===== src/spqa_pkg.sv =====
// Shared types and constants for the starvation-aging priority queue arbiter.
// No dependencies.
`default_nettype none

package spqa_pkg;

	// request and response codes
	localparam logic REQ_ENQ  = 1'b0;
	localparam logic REQ_TICK = 1'b1;

	localparam int TAG_PORT_W = 16;
	localparam int PRIO_W     = 2;
	// level index field wide enough for the largest supported level count (8)
	localparam int LVL_W      = 3;

	typedef struct packed {
		logic             found;
		logic [LVL_W-1:0] level;
	} pick_t;

endpackage

`default_nettype wire


===== src/spqa_pick.sv =====
// Starvation compare: picks the non-empty level with the largest scaled count.
// Depends on spqa_pkg.
`default_nettype none

module spqa_pick #(
	parameter int LEVELS = 4
) (
	input  wire logic [LEVELS-1:0]                          nonempty,
	input  wire logic [LEVELS-1:0][2*(LEVELS-1):0]          cnt,
	output spqa_pkg::pick_t                                 pick
);

	localparam int CNT_W = 2*(LEVELS-1)+1;

	logic [CNT_W-1:0] best;
	logic [CNT_W-1:0] score;

	// scan high to low, replace only on strictly greater: ties go to the higher level
	always_comb begin
		pick  = '0;
		best  = '0;
		score = '0;
		for (int i = LEVELS-1; i >= 0; i--) begin
			score = CNT_W'(cnt[i] << (2*(LEVELS-1-i)));
			if (nonempty[i] && (!pick.found || score > best)) begin
				pick.found = 1'b1;
				pick.level = spqa_pkg::LVL_W'(i);
				best       = score;
			end
		end
	end

endmodule

`default_nettype wire


===== src/starvation_priority_queue_arbiter_top.sv =====
// Top level of the starvation-aging priority queue arbiter: per-level tag FIFOs,
// pass-over counters and the result register. Depends on spqa_pkg and spqa_pick.
`default_nettype none

// One word is taken on every clock where start is high; busy never rises, so the
// block sustains one request per cycle. Each request answers with done high for one cycle,
// once it has passed the input register and then the enqueue/compare logic into the
// result register, which is also the registered read port of the tag memory.
// The receiver cannot stall.
// The tag memory needs no clearing, so the block is ready straight out of reset.
module starvation_priority_queue_arbiter_top #(
	parameter int LEVELS     = 4,
	parameter int FIFO_DEPTH = 8,
	parameter int TAG_WIDTH  = 16
) (
	input  wire logic                               clk,
	input  wire logic                               arst_n,
	input  wire logic                               start,
	output logic                                    busy,
	input  wire logic                               req_type,
	input  wire logic [spqa_pkg::PRIO_W-1:0]        priority_req,
	input  wire logic [spqa_pkg::TAG_PORT_W-1:0]    packet_tag,
	output logic                                    done,
	output logic                                    resp_kind,
	output logic                                    accepted,
	output logic                                    grant_valid,
	output logic [spqa_pkg::PRIO_W-1:0]             grant_level,
	output logic [spqa_pkg::TAG_PORT_W-1:0]         grant_tag
);

	localparam int STORE_W = (TAG_WIDTH < spqa_pkg::TAG_PORT_W) ? TAG_WIDTH
	                                                            : spqa_pkg::TAG_PORT_W;
	localparam int LIDX_W  = (LEVELS > 1) ? $clog2(LEVELS) : 1;
	localparam int PTR_W   = (FIFO_DEPTH > 1) ? $clog2(FIFO_DEPTH) : 1;
	localparam int FILL_W  = $clog2(FIFO_DEPTH + 1);
	localparam int SUM_W   = FILL_W + 1;
	localparam int ENTRIES = LEVELS * FIFO_DEPTH;
	localparam int ADDR_W  = (ENTRIES > 1) ? $clog2(ENTRIES) : 1;
	localparam int CNT_W   = 2*(LEVELS-1)+1;

	// input register
	logic                        valid_s1;
	logic                        type_s1;
	logic [spqa_pkg::PRIO_W-1:0] prio_s1;
	logic [STORE_W-1:0]          tag_s1;

	// result register
	logic                        valid_s2;
	logic                        kind_s2;
	logic                        acc_s2;
	logic                        gv_s2;
	logic [LIDX_W-1:0]           gl_s2;
	logic [STORE_W-1:0]          tag_s2;

	// queue state
	logic [STORE_W-1:0]                 mem [ENTRIES];
	logic [LEVELS-1:0][PTR_W-1:0]       head_q, head_d;
	logic [LEVELS-1:0][FILL_W-1:0]      fill_q, fill_d;
	logic [LEVELS-1:0][CNT_W-1:0]       cnt_q, cnt_d;

	logic [LEVELS-1:0] nonempty;
	spqa_pkg::pick_t   pick;
	logic [LIDX_W-1:0] pk;

	logic              is_enq, is_tick;
	logic              enq_ok;
	logic [PTR_W-1:0]  enq_head;
	logic [FILL_W-1:0] enq_fill;
	logic [SUM_W-1:0]  tail_sum;
	logic [PTR_W-1:0]  tail_slot;
	logic              wr_en;
	logic [ADDR_W-1:0] wr_addr;
	logic              rd_en;
	logic [ADDR_W-1:0] rd_addr;
	logic [PTR_W-1:0]  pop_head;

	assign busy = 1'b0;

	always_ff @(posedge clk or negedge arst_n) begin
		if (!arst_n) begin
			valid_s1 <= 1'b0;
		end else begin
			valid_s1 <= start && !busy;
		end
	end

	always_ff @(posedge clk) begin
		if (start && !busy) begin
			type_s1 <= req_type;
			prio_s1 <= priority_req;
			tag_s1  <= packet_tag[STORE_W-1:0];
		end
	end

	for (genvar g = 0; g < LEVELS; g++) begin : g_ne
		assign nonempty[g] = (fill_q[g] != '0);
	end

	spqa_pick #(
		.LEVELS (LEVELS)
	) u_pick (
		.nonempty (nonempty),
		.cnt      (cnt_q),
		.pick     (pick)
	);

	assign pk      = pick.level[LIDX_W-1:0];
	assign is_enq  = valid_s1 && (type_s1 == spqa_pkg::REQ_ENQ);
	assign is_tick = valid_s1 && (type_s1 == spqa_pkg::REQ_TICK);

	// enqueue side: level lookup without indexing past the array
	always_comb begin
		enq_head = '0;
		enq_fill = FILL_W'(FIFO_DEPTH);
		for (int l = 0; l < LEVELS; l++) begin
			if (int'(prio_s1) == l) begin
				enq_head = head_q[l];
				enq_fill = fill_q[l];
			end
		end
	end

	assign enq_ok    = is_enq && (enq_fill != FILL_W'(FIFO_DEPTH));
	assign tail_sum  = SUM_W'(enq_head) + SUM_W'(enq_fill);
	assign tail_slot = (tail_sum >= SUM_W'(FIFO_DEPTH)) ? PTR_W'(tail_sum - SUM_W'(FIFO_DEPTH))
	                                                    : PTR_W'(tail_sum);
	assign wr_en     = enq_ok;
	assign wr_addr   = ADDR_W'(int'(prio_s1) * FIFO_DEPTH + int'(tail_slot));

	assign rd_en    = is_tick && pick.found;
	assign pop_head = head_q[pk];
	assign rd_addr  = ADDR_W'(int'(pk) * FIFO_DEPTH + int'(pop_head));

	always_comb begin
		head_d = head_q;
		fill_d = fill_q;
		cnt_d  = cnt_q;
		if (enq_ok) begin
			for (int l = 0; l < LEVELS; l++) begin
				if (int'(prio_s1) == l) begin
					fill_d[l] = fill_q[l] + FILL_W'(1);
				end
			end
		end
		if (rd_en) begin
			for (int l = 0; l < LEVELS; l++) begin
				if (LIDX_W'(l) == pk) begin
					cnt_d[l]  = '0;
					fill_d[l] = fill_q[l] - FILL_W'(1);
					head_d[l] = (head_q[l] == PTR_W'(FIFO_DEPTH-1)) ? '0
					                                               : head_q[l] + PTR_W'(1);
				end else if (nonempty[l] && (cnt_q[l] < CNT_W'(1 << (2*l)))) begin
					cnt_d[l] = cnt_q[l] + CNT_W'(1);
				end
			end
		end
	end

	always_ff @(posedge clk or negedge arst_n) begin
		if (!arst_n) begin
			head_q   <= '0;
			fill_q   <= '0;
			cnt_q    <= '0;
			valid_s2 <= 1'b0;
		end else begin
			head_q   <= head_d;
			fill_q   <= fill_d;
			cnt_q    <= cnt_d;
			valid_s2 <= valid_s1;
		end
	end

	always_ff @(posedge clk) begin
		if (valid_s1) begin
			kind_s2 <= type_s1;
			acc_s2  <= enq_ok;
			gv_s2   <= rd_en;
			gl_s2   <= rd_en ? pk : '0;
		end
	end

	// tag memory: one write port, one registered read port
	always_ff @(posedge clk) begin
		if (wr_en) begin
			mem[wr_addr] <= tag_s1;
		end
	end

	always_ff @(posedge clk) begin
		if (rd_en) begin
			tag_s2 <= mem[rd_addr];
		end
	end

	assign done        = valid_s2;
	assign resp_kind   = valid_s2 ? kind_s2 : 1'b0;
	assign accepted    = valid_s2 && acc_s2;
	assign grant_valid = valid_s2 && gv_s2;
	assign grant_level = grant_valid ? spqa_pkg::PRIO_W'(gl_s2) : '0;
	assign grant_tag   = grant_valid ? spqa_pkg::TAG_PORT_W'(tag_s2) : '0;

	// every taken word answers with done after the input and result registers
	a_latency : assert property (@(posedge clk) disable iff (!arst_n)
		start && !busy |-> ##2 done)
		else $error("request did not answer after two cycles");

	a_grant_kind : assert property (@(posedge clk) disable iff (!arst_n)
		done && (grant_valid || accepted) |->
			(grant_valid && resp_kind == spqa_pkg::REQ_TICK) ||
			(accepted && resp_kind == spqa_pkg::REQ_ENQ))
		else $error("grant or accept flag on wrong response kind");

	// served level restarts its pass-over count
	a_served_cleared : assert property (@(posedge clk) disable iff (!arst_n)
		done && grant_valid |-> cnt_q[gl_s2] == '0)
		else $error("served level counter not cleared");

	a_pop_nonempty : assert property (@(posedge clk) disable iff (!arst_n)
		rd_en |-> nonempty[pk])
		else $error("pop from empty level");

	for (genvar g = 0; g < LEVELS; g++) begin : g_chk
		a_fill_bound : assert property (@(posedge clk) disable iff (!arst_n)
			fill_q[g] <= FILL_W'(FIFO_DEPTH) && cnt_q[g] <= CNT_W'(1 << (2*g)))
			else $error("fill or counter out of range");
	end

endmodule

`default_nettype wire

===== config.mk =====
export PLATFORM = sky130hd
export DESIGN_NAME = starvation_priority_queue_arbiter_top
export DESIGN_NICKNAME = d
export VERILOG_FILES = /design/src/spqa_pkg.sv /design/src/spqa_pick.sv /design/src/starvation_priority_queue_arbiter_top.sv
export SDC_FILE = /design/constraint.sdc
export NUM_CORES = 1
export LEC_CHECK = 0
export ABC_AREA = 1
export BUFFER_PORTS_ARGS = -buffer_cell sky130_fd_sc_hd__buf_2
export CORE_UTILIZATION = 35
export DETAILED_ROUTE_END_ITERATION = 8
export SLEW_MARGIN = 20
export SYNTH_ARGS = -nofsm -noshare
export SYNTH_HDL_FRONTEND = slang
export SYNTH_HIERARCHICAL = 1
export SYNTH_SLANG_ARGS = --single-unit

===== constraint.sdc =====
create_clock -name clk -period 9.45 [get_ports clk]
set_input_delay 1.89 -clock clk [delete_from_list [all_inputs] [get_ports clk]]
set_output_delay 1.89 -clock clk [all_outputs]
set_load 0.05 [all_outputs]

==> impl_summary.md <==
Timing
For the final routed database, the setup TNS stands at 0 ns. At the pin with the least slew margin, the transition time is 1.13 ns. Between clock sinks in the finished design, the worst skew comes to 0.0147 ns. The final hold violation count is 0. The final number of setup-violating endpoints is 0. The achievable clock frequency is 128 MHz.

The worst path needs 7.79 ns of the cycle, external delays included. The max-slew violation total from the final report is 0. The worst pin sits at a relative slew slack of approximately 24%. Setup repair after global routing left no endpoint under its margin. The worst path uses between 80% and 90% of the clock period.

Clock network
The count of hold-fix buffers inserted at cts is 0. The total clock buffers created by CTS is 60. Clock-pin slew was measured on the worst setup and hold paths at approximately 0.060 ns. The maximum root-to-sink buffer count is 3.

The number of sinks on the clock net is 610. The clock tree root buffer cell is sky130_fd_sc_hd__clkbuf_16. The clock latency at the later pin of the worst-skew pair is around 0.63 ns. In this run, post-CTS repair resized a total of 0 instances. The maximum level of the CTS H-tree is 2. TritonCTS built the clock tree. The total setup buffers inserted after CTS is 0.

Layout
0 antenna diodes ended up in the layout. The multi-input logic area is 7760 um^2. Measured on the finished design, the core utilization comes to 39.6%.

In the final layout, the share of cells above drive strength 1 is a little under 9%. The filler cells instantiated in the layout total 7469. The finished layout holds 3717 standard cells, fillers aside.

Summing all flip-flop and latch instances after layout gives approximately 18000 um^2. The final layout contains 2688 nets. The most frequent standard cell in the layout excluding fill and tap cells is sky130_fd_sc_hd__nand2_1. From synthesis to final layout, the design area changed by 11.6%. The summed area of non-filler cells in the final layout is 30800 um^2.

In the layout the commonest cells are 663 x sky130_fd_sc_hd__nand2_1, 552 x sky130_fd_sc_hd__edfxtp_1, 504 x sky130_fd_sc_hd__nand3_1, 281 x sky130_fd_sc_hd__inv_1, 144 x sky130_fd_sc_hd__nand3b_1.

Floorplan
The overall die height is between 200 and 300 um. The core area is 77700 um^2. The die boundary width is 283 um. The die outline area is roughly 80000 um^2. Row generation in the floorplan step produced ~100 rows. During I/O placement, the number of pins put on the boundary was 45. The initial standard-cell utilization of the core is a little over a third.

Critical path
The largest single stage delay on the critical path is 0.63 ns. The maximum fanout along the worst path is 62. For the worst setup path, the data required time is 9.96 ns. At the worst endpoint, the arrival time is 8.29 ns. STA classifies the critical path startpoint as a register. The depth of the worst register-to-register path is 42. The category of the most critical setup path is register to register. STA classifies the critical path endpoint as a register. On the critical path, the stage with the largest delay is an instance of sky130_fd_sc_hd__nor2_4. The most numerous cell on the critical path is sky130_fd_sc_hd__nand2_1.

Drt
The vias after detailed routing is between 15000 and 20000. After detailed routing, the total wire length is 70.7 mm. The routed wire length per instance is 19.0 um.

The number of search-and-repair iterations in the first detailed-routing pass is 6. The first routing iteration left approximately 1600 violations. The via density per instance is 5.02. The number of nets with antenna violations after routing is 0. For this run, design rule violations remaining after detail routing come to 0.

Place
Summed over all nets, the half-perimeter wirelength after detailed placement is 41.6 mm. Routability-driven placement finished with a final weighted congestion of 0.818. The total placed instance area is 28900 um^2. Once placement completed, the tool counted placed cells totaling approximately 3600. Buffers placed on the I/O ports in this run total 43.

Job
The tool flagged a number of max-cap violations equal to 0.

Logic synthesis
The post-synth design cell area is 27600 um^2. Yosys printed 6 warnings. Dividing the synthesized area by the synthesized cell count gives ~11 um^2. The post-synth net total is 2663. Synthesis produced a netlist whose cell count is 2606.

Min path
Counting instances, the worst hold path has a depth of 2. The tightest min-delay check is of the register to register type.

Global route
The initial antenna violation count is 3. The wire length of the first global-routing pass is 108 mm. Summed over all layers, the global routing overflow is 0. Entering global routing, the biggest net connects 130 pins. Global routing consumed, over all layers together, 17.7% of the routing resources. The via count of the first global-routing pass is 17800.

Status
The flow ran to the end, and the final reports show no timing, DRC or antenna violations.
registers in the layout, summed over array words and instances, names as in the netlist:
register,cells
acc_s2,1
fill_q,16
valid_s1,1
tag_s1,16
done,1
prio_s1,2
tag_s2,16
gv_s2,1
gl_s2,2
cnt_q,28
type_s1,1
head_q,12
mem,512
kind_s2,1
critical path: cells and delay by family, from the launching register on:
family / cells / cell delay (ns)
flip-flops: 1 / 0.40
buffers and inverters: 8 / 1.92
AO/OA/AOI/OAI: 2 / 0.60
adder cells (fa/ha/maj): 4 / 1.03
AND/OR/NAND/NOR: 28 / 3.64
metal layers:
layer	global-route usage, %	up-vias	wire length, um
met4	5.46	4	1780
li1	-	8870	-
met3	2.77	106	4340
met2	28.9	559	33500
met1	24.3	9116	31000
met5	0	-	27
worst paths after layout:
path | start | end | slack [ns]
setup / recovery | fill_q[12] | tag_s2[15] | 1.66
hold / removal | fill_q[15] | fill_q[15] | 0.48
setup reg to reg | fill_q[12] | tag_s2[15] | 1.66
hold reg to reg | fill_q[15] | fill_q[15] | 0.48
max in group asynchronous | arst_n | cnt_q[4] | 7.51
min in group asynchronous | arst_n | done | 1.43
through the flow:
step	worst slack [ns]	hold WS, ns
global placement	1.75	0.456
finish	1.66	0.483
CTS	1.52	0.481
detailed placement	1.55	0.469
global route	0.933	0.501
floorplan	4.40	0.441
area by class of cell:
cell class	count	area share [%]
well taps	1040	4.23
flip-flops and latches	610	58.6
inverters	291	3.55
repair buffers	104	2.44
multi-input cells	1564	25.2
clock inverters	28	0.683
clock buffers	80	5.32
Power is left out: the tool's default activity adds up to more than one toggle a clock period on the data nets, which glitch-free logic cannot reach.
